--- src/cc20_pkg.sv ---
package cc20_pkg;

    localparam int DOUBLE_ROUNDS = 10;
    localparam int STEPS         = 4 * DOUBLE_ROUNDS;
    localparam int STEP_W        = $clog2(STEPS);

    localparam int QDEPTH = 4;
    localparam int QPTR_W = $clog2(QDEPTH);
    localparam int QCNT_W = $clog2(QDEPTH + 1);

    localparam int DATA_W  = 64;
    localparam int CNT_W   = 4;
    localparam int WORDS   = 8;
    localparam int WORD_W  = $clog2(WORDS);
    localparam int TDATA_W = 72;
    localparam int CFG_IDX_W = 3;

    localparam logic [CNT_W-1:0] MAX_BYTES = 4'd8;

    localparam logic [31:0] SIGMA0 = 32'h61707865;
    localparam logic [31:0] SIGMA1 = 32'h3320646e;
    localparam logic [31:0] SIGMA2 = 32'h79622d32;
    localparam logic [31:0] SIGMA3 = 32'h6b206574;

    typedef enum logic [CFG_IDX_W-1:0] {
        CFG_KEY0   = 3'd0,
        CFG_KEY1   = 3'd1,
        CFG_KEY2   = 3'd2,
        CFG_KEY3   = 3'd3,
        CFG_NONCE0 = 3'd4,
        CFG_NONCE1 = 3'd5,
        CFG_ICTR   = 3'd6
    } t_cfg_idx;

    typedef struct packed {
        logic [3:0][63:0] key;
        logic [63:0]      nonce_lo;
        logic [31:0]      nonce_hi;
        logic [31:0]      init_ctr;
    } t_cfg;

    typedef struct packed {
        logic              new_blk;
        logic [31:0]       ctr;
        logic [WORD_W-1:0] word;
        logic [CNT_W-1:0]  cnt;
        logic [DATA_W-1:0] data;
    } t_item;

    typedef enum logic [1:0] {
        ST_RUN,
        ST_ROUND,
        ST_ADD
    } t_state;

    typedef logic [15:0][31:0] t_words;

    typedef struct packed {
        logic [31:0] a;
        logic [31:0] b;
        logic [31:0] c;
        logic [31:0] d;
    } t_quad;

    // one half of a quarter round: first half rotates 16/12, second 8/7
    function automatic t_quad half_qr(input t_quad q, input logic second);
        t_quad r;
        logic [31:0] dx;
        logic [31:0] bx;
        r.a = q.a + q.b;
        dx  = q.d ^ r.a;
        r.d = second ? {dx[23:0], dx[31:24]} : {dx[15:0], dx[31:16]};
        r.c = q.c + r.d;
        bx  = q.b ^ r.c;
        r.b = second ? {bx[24:0], bx[31:25]} : {bx[19:0], bx[31:20]};
        return r;
    endfunction

    function automatic t_words init_state(input t_cfg cfg, input logic [31:0] ctr);
        t_words w;
        w[0] = SIGMA0;
        w[1] = SIGMA1;
        w[2] = SIGMA2;
        w[3] = SIGMA3;
        for (int i = 0; i < 4; i++) begin
            w[4 + 2 * i] = cfg.key[i][31:0];
            w[5 + 2 * i] = cfg.key[i][63:32];
        end
        w[12] = ctr;
        w[13] = cfg.nonce_lo[31:0];
        w[14] = cfg.nonce_lo[63:32];
        w[15] = cfg.nonce_hi;
        return w;
    endfunction

endpackage

--- src/cc20_fifo.sv ---
module cc20_fifo (
    input  logic           i_clk,
    input  logic           i_rst_n,
    input  logic           i_push,
    input  cc20_pkg::t_item i_item,
    output logic           o_ready,
    input  logic           i_pop,
    output logic           o_valid,
    output cc20_pkg::t_item o_item
);
    import cc20_pkg::*;

    t_item             r_mem [QDEPTH];
    logic [QPTR_W-1:0] r_wr, n_wr;
    logic [QPTR_W-1:0] r_rd, n_rd;
    logic [QCNT_W-1:0] r_cnt, n_cnt;

    assign o_ready = (r_cnt != QCNT_W'(QDEPTH));
    assign o_valid = (r_cnt != '0);
    assign o_item  = r_mem[r_rd];

    always_comb begin
        n_wr  = i_push ? r_wr + 1'b1 : r_wr;
        n_rd  = i_pop  ? r_rd + 1'b1 : r_rd;
        n_cnt = r_cnt + QCNT_W'(i_push) - QCNT_W'(i_pop);
    end

    always_ff @(posedge i_clk) begin
        if (!i_rst_n) begin
            r_wr  <= '0;
            r_rd  <= '0;
            r_cnt <= '0;
        end else begin
            r_wr  <= n_wr;
            r_rd  <= n_rd;
            r_cnt <= n_cnt;
        end
    end

    always_ff @(posedge i_clk) begin
        if (i_push) begin
            r_mem[r_wr] <= i_item;
        end
    end

endmodule

--- src/cc20_front.sv ---
module cc20_front (
    input  logic                          i_clk,
    input  logic                          i_rst_n,
    input  logic                          i_valid,
    input  logic                          i_first,
    input  logic [cc20_pkg::DATA_W-1:0]   i_data,
    input  logic [cc20_pkg::CNT_W-1:0]    i_cnt,
    input  logic [31:0]                   i_init_ctr,
    input  logic                          i_q_ready,
    output logic                          o_ready,
    output logic                          o_push,
    output cc20_pkg::t_item               o_item
);
    import cc20_pkg::*;

    logic [31:0]       r_bctr, n_bctr;
    logic [WORD_W-1:0] r_off, n_off;
    logic [31:0]       ctr_eff;
    logic [WORD_W-1:0] off_eff;
    logic [CNT_W-1:0]  cnt_sat;
    logic              uses_ks;

    assign o_ready = i_q_ready;
    assign o_push  = i_valid && i_q_ready;

    always_comb begin
        ctr_eff = i_first ? i_init_ctr : r_bctr;
        off_eff = i_first ? '0 : r_off;
        cnt_sat = (i_cnt > MAX_BYTES) ? MAX_BYTES : i_cnt;
        uses_ks = (i_cnt != '0);

        o_item.new_blk = uses_ks && (off_eff == '0);
        o_item.ctr     = ctr_eff;
        o_item.word    = off_eff;
        o_item.cnt     = cnt_sat;
        o_item.data    = i_data;

        n_bctr = r_bctr;
        n_off  = r_off;
        if (o_push) begin
            // an empty item still takes the restart but leaves the keystream alone
            n_bctr = o_item.new_blk ? ctr_eff + 32'd1 : ctr_eff;
            n_off  = uses_ks ? off_eff + 1'b1 : off_eff;
        end
    end

    always_ff @(posedge i_clk) begin
        if (!i_rst_n) begin
            r_bctr <= '0;
            r_off  <= '0;
        end else begin
            r_bctr <= n_bctr;
            r_off  <= n_off;
        end
    end

endmodule

--- src/cc20_back.sv ---
module cc20_back (
    input  logic                          i_clk,
    input  logic                          i_rst_n,
    input  cc20_pkg::t_cfg                i_cfg,
    input  logic                          i_head_valid,
    input  cc20_pkg::t_item               i_head,
    output logic                          o_pop,
    output logic                          o_valid,
    input  logic                          i_ready,
    output logic [cc20_pkg::DATA_W-1:0]   o_data,
    output logic [cc20_pkg::CNT_W-1:0]    o_cnt
);
    import cc20_pkg::*;

    t_state            r_state, n_state;
    logic [STEP_W-1:0] r_step;
    logic              r_fresh;
    logic [31:0]       r_bctr;
    t_words            r_x, n_x;
    logic [DATA_W-1:0] r_ks [WORDS];
    logic              r_ov;
    logic [DATA_W-1:0] r_od, n_od;
    logic [CNT_W-1:0]  r_oc;

    logic   need_gen;
    logic   load;
    logic   rnd_en;
    logic   add_en;
    logic   last_step;
    t_words init_w;
    logic [DATA_W-1:0] ks_word;

    assign need_gen  = i_head.new_blk && !r_fresh;
    assign last_step = (r_step == STEP_W'(STEPS - 1));
    assign init_w    = init_state(i_cfg, r_bctr);
    assign ks_word   = r_ks[i_head.word];

    assign o_valid = r_ov;
    assign o_data  = r_od;
    assign o_cnt   = r_oc;

    always_comb begin
        n_state = r_state;
        unique case (r_state)
            ST_RUN: begin
                if (i_head_valid && need_gen) n_state = ST_ROUND;
            end
            ST_ROUND: begin
                if (last_step) n_state = ST_ADD;
            end
            ST_ADD: begin
                n_state = ST_RUN;
            end
            default: n_state = ST_RUN;
        endcase
    end

    always_comb begin
        load   = 1'b0;
        o_pop  = 1'b0;
        rnd_en = 1'b0;
        add_en = 1'b0;
        unique case (r_state)
            ST_RUN: begin
                load  = i_head_valid && need_gen;
                o_pop = i_head_valid && !need_gen && (!r_ov || i_ready);
            end
            ST_ROUND: rnd_en = 1'b1;
            ST_ADD:   add_en = 1'b1;
            default: ;
        endcase
    end

    // four quarter rounds side by side, column or diagonal from step bit 1
    always_comb begin
        logic diag;
        logic second;
        logic [3:0] ia, ib, ic, id;
        t_quad q;
        t_quad r;
        diag   = r_step[1];
        second = r_step[0];
        n_x    = r_x;
        for (int i = 0; i < 4; i++) begin
            ia  = 4'(i);
            ib  = 4'(4 + ((i + int'(diag)) & 3));
            ic  = 4'(8 + ((i + 2 * int'(diag)) & 3));
            id  = 4'(12 + ((i + 3 * int'(diag)) & 3));
            q.a = r_x[ia];
            q.b = r_x[ib];
            q.c = r_x[ic];
            q.d = r_x[id];
            r   = half_qr(q, second);
            n_x[ia] = r.a;
            n_x[ib] = r.b;
            n_x[ic] = r.c;
            n_x[id] = r.d;
        end
    end

    always_comb begin
        for (int b = 0; b < WORDS; b++) begin
            n_od[8*b +: 8] = (CNT_W'(b) < i_head.cnt) ?
                             (i_head.data[8*b +: 8] ^ ks_word[8*b +: 8]) : 8'h00;
        end
    end

    always_ff @(posedge i_clk) begin
        if (!i_rst_n) begin
            r_state <= ST_RUN;
            r_step  <= '0;
            r_fresh <= 1'b0;
            r_ov    <= 1'b0;
        end else begin
            r_state <= n_state;
            if (load) begin
                r_step <= '0;
            end else if (rnd_en) begin
                r_step <= r_step + 1'b1;
            end
            if (add_en) begin
                r_fresh <= 1'b1;
            end else if (o_pop) begin
                r_fresh <= 1'b0;
            end
            if (o_pop) begin
                r_ov <= 1'b1;
            end else if (i_ready) begin
                r_ov <= 1'b0;
            end
        end
    end

    always_ff @(posedge i_clk) begin
        if (load) begin
            r_bctr <= i_head.ctr;
            r_x    <= init_state(i_cfg, i_head.ctr);
        end else if (rnd_en) begin
            r_x <= n_x;
        end
        if (add_en) begin
            for (int w = 0; w < WORDS; w++) begin
                r_ks[w] <= {r_x[2*w+1] + init_w[2*w+1], r_x[2*w] + init_w[2*w]};
            end
        end
        if (o_pop) begin
            r_od <= n_od;
            r_oc <= i_head.cnt;
        end
    end

endmodule

--- src/chacha20_stream_cipher_unit.sv ---
// channel   dir  handshake                      payload
// s_axis    in   s_axis_tvalid/s_axis_tready    tdata: data_in, byte_count; tuser: first_word
// m_axis    out  m_axis_tvalid/m_axis_tready    tdata: data_out, valid_bytes
// cfg       in   i_cfg_we (no wait)             i_cfg_idx, i_cfg_data
//
// one item per cycle while words of the current keystream block remain and m_axis
// takes the results; a new block is built in the half-quarter-round unit (load, round
// steps, add), and no item is taken from the queue until it is done
// reset is synchronous, active low; the keystream store is not cleared
// a four-entry queue parts input from block generation, an output register parts
// the back end from m_axis, so either side may stall alone
module chacha20_stream_cipher_unit (
    input  logic                            i_clk,
    input  logic                            i_rst_n,
    input  logic                            s_axis_tvalid,
    output logic                            s_axis_tready,
    // data_in [63:0], byte_count [67:64], zero [71:68]
    input  logic [cc20_pkg::TDATA_W-1:0]    s_axis_tdata,
    // first_word [0]
    input  logic                            s_axis_tuser,
    output logic                            m_axis_tvalid,
    input  logic                            m_axis_tready,
    // data_out [63:0], valid_bytes [67:64], zero [71:68]
    output logic [cc20_pkg::TDATA_W-1:0]    m_axis_tdata,
    input  logic                            i_cfg_we,
    input  logic [cc20_pkg::CFG_IDX_W-1:0]  i_cfg_idx,
    input  logic [63:0]                     i_cfg_data
);
    import cc20_pkg::*;

    t_cfg  r_cfg;
    t_item push_item;
    t_item head_item;
    logic  push;
    logic  q_ready;
    logic  head_valid;
    logic  pop;
    logic [DATA_W-1:0] out_data;
    logic [CNT_W-1:0]  out_cnt;

    always_ff @(posedge i_clk) begin
        if (!i_rst_n) begin
            r_cfg <= '0;
        end else if (i_cfg_we) begin
            unique case (t_cfg_idx'(i_cfg_idx))
                CFG_KEY0:   r_cfg.key[0]   <= i_cfg_data;
                CFG_KEY1:   r_cfg.key[1]   <= i_cfg_data;
                CFG_KEY2:   r_cfg.key[2]   <= i_cfg_data;
                CFG_KEY3:   r_cfg.key[3]   <= i_cfg_data;
                CFG_NONCE0: r_cfg.nonce_lo <= i_cfg_data;
                CFG_NONCE1: r_cfg.nonce_hi <= i_cfg_data[31:0];
                CFG_ICTR:   r_cfg.init_ctr <= i_cfg_data[31:0];
                default: ;
            endcase
        end
    end

    cc20_front u_front (
        .i_clk      (i_clk),
        .i_rst_n    (i_rst_n),
        .i_valid    (s_axis_tvalid),
        .i_first    (s_axis_tuser),
        .i_data     (s_axis_tdata[DATA_W-1:0]),
        .i_cnt      (s_axis_tdata[DATA_W +: CNT_W]),
        .i_init_ctr (r_cfg.init_ctr),
        .i_q_ready  (q_ready),
        .o_ready    (s_axis_tready),
        .o_push     (push),
        .o_item     (push_item)
    );

    cc20_fifo u_fifo (
        .i_clk   (i_clk),
        .i_rst_n (i_rst_n),
        .i_push  (push),
        .i_item  (push_item),
        .o_ready (q_ready),
        .i_pop   (pop),
        .o_valid (head_valid),
        .o_item  (head_item)
    );

    cc20_back u_back (
        .i_clk        (i_clk),
        .i_rst_n      (i_rst_n),
        .i_cfg        (r_cfg),
        .i_head_valid (head_valid),
        .i_head       (head_item),
        .o_pop        (pop),
        .o_valid      (m_axis_tvalid),
        .i_ready      (m_axis_tready),
        .o_data       (out_data),
        .o_cnt        (out_cnt)
    );

    assign m_axis_tdata = {(TDATA_W - DATA_W - CNT_W)'(0), out_cnt, out_data};

endmodule

--- config.mk ---
export PLATFORM = sky130hd
export DESIGN_NAME = chacha20_stream_cipher_unit
export DESIGN_NICKNAME = d
export VERILOG_FILES = /design/src/cc20_pkg.sv /design/src/cc20_fifo.sv /design/src/cc20_front.sv /design/src/cc20_back.sv /design/src/chacha20_stream_cipher_unit.sv
export SDC_FILE = /design/constraint.sdc
export NUM_CORES = 2
export LEC_CHECK = 0
export BUFFER_PORTS_ARGS = -buffer_cell sky130_fd_sc_hd__buf_2
export CORE_ASPECT_RATIO = 1.75
export CORE_UTILIZATION = 45
export CTS_BUF_LIST = sky130_fd_sc_hd__clkbuf_8 sky130_fd_sc_hd__clkbuf_16
export DETAILED_ROUTE_END_ITERATION = 6
export PLACE_DENSITY = 0.61
export SYNTH_ARGS = -nofsm -noshare
export SYNTH_HDL_FRONTEND = slang
export SYNTH_SLANG_ARGS = --single-unit
--- constraint.sdc ---
create_clock -name i_clk -period 62.1 [get_ports i_clk]
set_clock_uncertainty 0.1 [all_clocks]
set_input_delay 3.105 -clock i_clk [delete_from_list [all_inputs] [get_ports i_clk]]
set_output_delay 3.105 -clock i_clk [all_outputs]
set_load 0.03 [all_outputs]
Yosys cells after proc, flatten, opt, wreduce, memory -nomap -nowiden
Memory sizes are Yosys's and may differ from the RTL's. A register that Yosys moved wholly into a read port is not among the register bits.
Cells that the tools add are included.
W data, S select, Z words.
{ "word_totals": {"register_bits": 1048, "ram_bits": 928, "inputBits": 145, "out_inout_bits": 74, "mem_count": 2} }
{ "mem_list": {"columns": ["name", "words", "width", "read_ports", "rd_clocked_by_memory_dff", "write_ports", "line_no", "text"], "rows": [
  ["u_back.r_ks", 8, 64, 1, 0, 8, "cc20_back.sv:20", "logic [DATA_W-1:0] r_ks [WORDS];"],
  ["u_fifo.r_mem", 4, 104, 1, 1, 1, "cc20_fifo.sv:13", "t_item r_mem [QDEPTH];"]
]} }
{ "classes": {"add_sub_neg": 52, "mul": 1, "magnitude_cmp": 33, "n_eq_ne": 12, "muxes": 92, "bitwise": 17, "reduce_logical": 39} }
{ "ops": {"columns": ["operator", "count"], "rows": [
  ["$bwmux W512", 12],
  ["$bmux W32 S4", 12],
  ["$demux W32 S4", 12],
  ["$mux W32", 34],
  ["$mux W512", 2],
  ["$add A32 B32 Y32", 20],
  ["$xor A32 B32 Y32", 8],
  ["$add A32 B31 Y32 const B", 3],
  ["$xor A8 B8 Y8", 8],
  ["$lt A4 B5 Y1 const B", 12],
  ["$ge A4 B1 Y1 const B", 12],
  ["$add A32 B1 Y32 const B", 1],
  ["$add A32 B30 Y32 const B", 1],
  ["$add A4 B2 Y4 const A", 8],
  ["$logic_and A1 B1 Y1", 18],
  ["$lt A3 B4 Y1 const A", 4],
  ["$reduce_and A2 Y1", 8],
  ["$add A3 B2 Y4 const A", 3],
  ["$mux W1", 12],
  ["$eq A3 B3 Y1 const B", 3],
  ["$add A2 B2 Y2 const A", 4],
  ["$lt A1 B4 Y1 const A", 2],
  ["$lt A2 B4 Y1 const A", 2],
  ["$mux W2", 4],
  ["other kinds (30)", 41]
]} }

Depth between registers and ports, before layout
{ "depth": {"word_depth": 23, "ltp_mapped": 35, "depth_no_buf": 28} }

Cells and area by module
From an unflattened synthesis, not the netlist that was laid out.
{ "hier_totals": {"cells_unflattened": 11355, "area_unflattened_um2": 122263.5} }
{ "by_module_without_submodules": {"columns": ["module", "n_inst", "cells_each", "area_per_inst_um2"], "rows": [
  ["cc20_back", 1, 9016, 89439.5],
  ["cc20_fifo", 1, 587, 15462.3],
  ["chacha20_stream_cipher_unit", 1, 1319, 14026.0],
  ["cc20_front", 1, 433, 3335.7]
]} }

Least setup slack after synthesis
Ideal clock, no wire load.
{ "synth_path": {"path_type": "reg2reg", "from": "reg u_back.r_state[0]", "to": "reg u_back.r_fresh", "setup_time_ps": 164, "arrival_time_ps": 24376, "required_ps": 61836, "path_slack_ps": 37460, "stages_incl_launch_ff": 3, "path_buffers": 0, "synth_period_minus_slack_ps": 24640, "path_cell_list": "dfxtp_1 -> nor2b_1 -> o21a_1"} }
{ "synth_between": {"elab_chain_len": 3, "elab_cells_between_ends": 6, "cone_classes": "eq/ne: 1; mux: 3; reduce/logical: 2"} }
{ "synth_lines": {"columns": ["element", "line_no", "text"], "rows": [
  ["start, declared", "cc20_back.sv:15", "t_state r_state, n_state;"],
  ["start signal, assigned", "cc20_back.sv:115", "r_state <= n_state;"],
  ["$eq A2 B2 Y1 (*)", "cc20_back.sv:63", "unique case (r_state)"],
  ["$mux W1 (*)", "cc20_back.sv:63", null],
  ["via u_back.add_en", "cc20_back.sv:28", "logic add_en;"],
  ["$mux W1 or $reduce_bool A2 Y1 (tied branches)", null, null],
  ["end signal, assigned", "cc20_back.sv:112", "r_fresh <= 1'b0;"],
  ["end signal, assigned", "cc20_back.sv:122", "r_fresh <= 1'b1;"],
  ["end signal, assigned", "cc20_back.sv:124", "r_fresh <= 1'b0;"],
  ["end, declared", "cc20_back.sv:17", "logic r_fresh;"]
]} }
The timed path passes the listed nets; every way through them passes the cells marked *.
A chain may end at the register's enable or synchronous reset.

Worst setup path after layout
{ "layout_path": {"from": "reg u_back.r_step[1]", "to": "reg u_back.r_x[226] (netlist name), data pin"} }
{ "layout_between": {"elab_chain_len": 23, "elab_cells_between_ends": 144, "cone_classes": "add/sub: 29; mul: 1; order compare: 24; mux: 70; bitwise: 8; reduce/logical: 12"} }
{ "layout_lines": {"columns": ["element", "line_no", "text"], "rows": [
  ["start, declared", "cc20_back.sv:16", "logic [STEP_W-1:0] r_step;"],
  ["start signal, assigned", "cc20_back.sv:119", "r_step <= r_step + 1'b1;"],
  ["$add A3 B1 Y4 or $mul A2 B1 Y2 (tied branches)", "cc20_back.sv:86, cc20_back.sv:88", null],
  ["$bmux W32 S4 or $add A4 B2 Y4 (tied branches)", "cc20_back.sv:90, cc20_back.sv:88", null],
  ["$mux W32 (implied by the code) or $bmux W32 S4 (tied branches)", "cc20_back.sv:90, cc20_back.sv:92", null],
  ["$add A32 B32 Y32 or $mux W32 (tied branches)", "cc20_pkg.sv:70, cc20_back.sv:92", null],
  ["$xor A32 B32 Y32", "cc20_pkg.sv:71", "dx = q.d ^ r.a;"],
  ["$mux W32", "cc20_pkg.sv:72", "r.d = second ? {dx[23:0], dx[31:24]} : {dx[15:0], dx[31:16]};"],
  ["$add A32 B32 Y32", "cc20_pkg.sv:73", "r.c = q.c + r.d;"],
  ["$xor A32 B32 Y32", "cc20_pkg.sv:74", "bx = q.b ^ r.c;"],
  ["[7 not listed]", null, null],
  ["$bwmux W512", "cc20_back.sv:95", "n_x[ib] = r.b;"],
  ["$bwmux W512", "cc20_back.sv:96", "n_x[ic] = r.c;"],
  ["$bwmux W512", "cc20_back.sv:97", "n_x[id] = r.d;"],
  ["$bwmux W512", "cc20_back.sv:95", null],
  ["$bwmux W512", "cc20_back.sv:96", null],
  ["$bwmux W512 (*)", "cc20_back.sv:97", null],
  ["$mux W512 (*)", "cc20_back.sv:138", "end else if (rnd_en) begin"],
  ["$mux W512 (*)", "cc20_back.sv:135", "if (load) begin"],
  ["end signal, assigned", "cc20_back.sv:137", "r_x <= init_state(i_cfg, i_head.ctr);"],
  ["end signal, assigned", "cc20_back.sv:139", "r_x <= n_x;"],
  ["end, declared", "cc20_back.sv:19", "t_words r_x, n_x;"]
]} }
Every way passes the cells marked *; elsewhere a longest branch is shown, timed or not. The select of a mux whose other input is x is not followed.

==> flow_summary.json <==
{
  "critPathLaunchType": "flop",
  "min_period_ns": 13.88,
  "path_common_cell": "a21oi_1",
  "timing.fmax_mhz": 72.04,
  "grt_usage_pct": 45.40,
  "htreeDepth": 4,
  "area_delta_synth_final_pct": 10.95,
  "arrival_ns": 14.55,
  "place_hpwl_mm": 505.9,
  "insertion_delay_ns": 0.98,
  "syn_area_um2": 122200,
  "drive_above_1_share_pct": 12.69,
  "dpl.cell_count": 15310,
  "worst_pin_slew_ns": 1.685,
  "end_kind": "flop",
  "clockBufferDepth": 4,
  "drt-vias-per-instance": 6.534,
  "slew_headroom_pct": -12.36,
  "crit_fanout": 80,
  "setup_viol": 0,
  "hold_violations": 0,
  "crit_required_ns": 62.77,
  "cts_setup_buffers": 0,
  "fin_cells": 15770,
  "nets": 12770,
  "cts-root-buf": "clkbuf_16",
  "coreArea_um2": 269600,
  "critPathSlowestCell": "xor2_2",
  "fin_tns_setup_ns": 0,
  "synth_warnings": 0,
  "synth_edf_count": 1412,
  "rows": 252,
  "syn_avg_cell_area_um2": 10.35,
  "ys_async_sr_fraction_pct": 0,
  "die_area_um2": 273700,
  "drtAntennaViolNets": 0,
  "grt_max_degree": 170,
  "drc": 0,
  "die_w_um": 395.9,
  "antenna_found_initial": 93,
  "routabilityCongestion": 1.139,
  "most-common-layout-cells": "nand2_1, edfxtp_1, o21ai_0",
  "final.period_utilization_pct": 22.35,
  "die_y_um": 691.3,
  "ys_ff_latch": 1978,
  "layout.cells.most_common": "nand2_1",
  "hold_class": "reg2reg",
  "cap_violations": 11,
  "yosysSeqAreaShare_pct": 43.97,
  "yosys.cell_types.count": 121,
  "crit_type": "reg2reg",
  "final_max_slew_viol_count": 28,
  "status": "finished with violations",
  "synthCells": 11810,
  "cpPeakStageDelay_ns": 1.16,
  "cts_resized": 0,
  "numCtsBuffers": 205,
  "dr.pass1.iters": 7,
  "ios": 219,
  "grt_pass1_wl_mm": 840.3,
  "rsz0062_at_grt": "no",
  "port_buffers": 210,
  "ctsHoldBuffers": 0,
  "overflow": 0,
  "initial_core_util_pct": 45.33,
  "cts_tree": "yes",
  "cts.clk_slew.worst_paths_ns": 0.06,
  "wl_mm": 633.9,
  "ys.flop_type": "edfxtp_1",
  "post_drt_wl_per_cell_um": 40.21,
  "grt_pass1_vias": 100200,
  "num_vias": 103000,
  "drt-initial-drc-count": 13040,
  "failed_checks": "capacitance limit, slew limit",
  "clkSinkCount": 1978
}
-- layer usage --
| metal | vias up | global-route usage, % | routed length, um |
|---|---|---|---|
| met2 | 6049 | 72.49 | 291900 |
| met1 | 51500 | 48.91 | 213400 |
| met5 | - | 0 | 191 |
| li1 | 43710 | - | - |
| met4 | 26 | 45.12 | 75260 |
| met3 | 1743 | 10.07 | 53110 |
-- kinds of logic (layout without fill, tap and decap cells) --
kind of cell	count (synthesis)	after routing	share of synthesized area, %
compound gates	2977	2977	15.86
xor+xnor	1025	1025	7.771
fa+ha+maj	655	655	6.836
buf+inv	855	1180	2.791
flops	1978	1978	43.97
mux	967	967	10.63
other cells	1	81	0.003069
simple gates	3348	3348	12.14
-- cell type report --
type                       count  area, um^2
inverter                     321        1235
tap                         3556        4449
antenna                       77       192.7
sequential                  1978       53750
clock inverter               150        1523
multi-input combinational   8976       65710
clock buffer                 223        5411
timing repair buffer         486        3309
fill                       24370      134000
-- synth_stat cells (all sizes together) (194+ instances only) --
| library cell | number | share of area [%] |
|---|---|---|
| ha | 634 | 6.5 |
| clkbuf | 413 | 1.3 |
| edfxtp | 1412 | 35 |
| inv | 319 | 0.98 |
| nor2 | 671 | 2.1 |
| nand2 | 1673 | 5.1 |
| dfxtp | 566 | 9.3 |
| a21boi | 423 | 2.6 |
| xnor2 | 622 | 4.5 |
| mux4 | 237 | 4.4 |
| o21ai | 761 | 3.1 |
| mux2 | 267 | 2.5 |
| mux2i | 463 | 3.8 |
| a21o | 252 | 1.5 |
| xor2 | 369 | 2.6 |
| nand3 | 194 | 0.80 |
| a21oi | 679 | 2.8 |
-- metrics by stage --
stage	area (um^2)	hold WS [ns]	util, %	worst slack [ns]
floorplan	122200	0.3366	-	37.46
global placement	128300	0.3481	47.58	49.42
detailed placement	128300	0.3570	47.58	49.35
CTS	135200	0.3724	50.15	49.29
global route	135500	0.3957	50.25	48.80
finish	135600	0.3684	50.29	48.22
-- critical path, delay by kind of cell, from the launching register on --
kind	cells	cell delay [ns]
AO/OA/AOI/OAI	10	4.85
XOR/XNOR	3	2.38
flip-flops	1	0.73
adder cells (fa/ha/maj)	2	0.76
AND/OR/NAND/NOR	5	2.08
multiplexers	2	0.97
buffers and inverters	4	1.57
-- worst paths after layout --
check | startpoint | to | slack [ns] | cells after the start
worst max-delay path | u_back.r_step[1] | u_back.r_x[226] | 48.22 | 26
worst min-delay path | r_cfg[25] | r_cfg[25] | 0.37 | 2
worst max register to register | u_back.r_step[1] | u_back.r_x[226] | 48.22 | 26
worst min register to register | r_cfg[25] | r_cfg[25] | 0.37 | 2
-- registers in the layout, summed over array words and instances (netlist names), 2 cells and up, named ones only --
name	cells
u_fifo.r_mem	416
u_front.r_off	3
u_back.r_state	2
u_front.r_bctr	32
u_back.r_ks	512
u_back.r_bctr	32
u_fifo.r_wr	2
u_back.o_cnt	4
u_fifo.r_cnt	3
u_back.o_data	64
u_fifo.r_rd	2
u_back.r_x	512
r_cfg	384
u_back.r_step	6
Power is not shown: default switching activity piles up to over one toggle a cycle in this logic, so the estimate is an artifact.
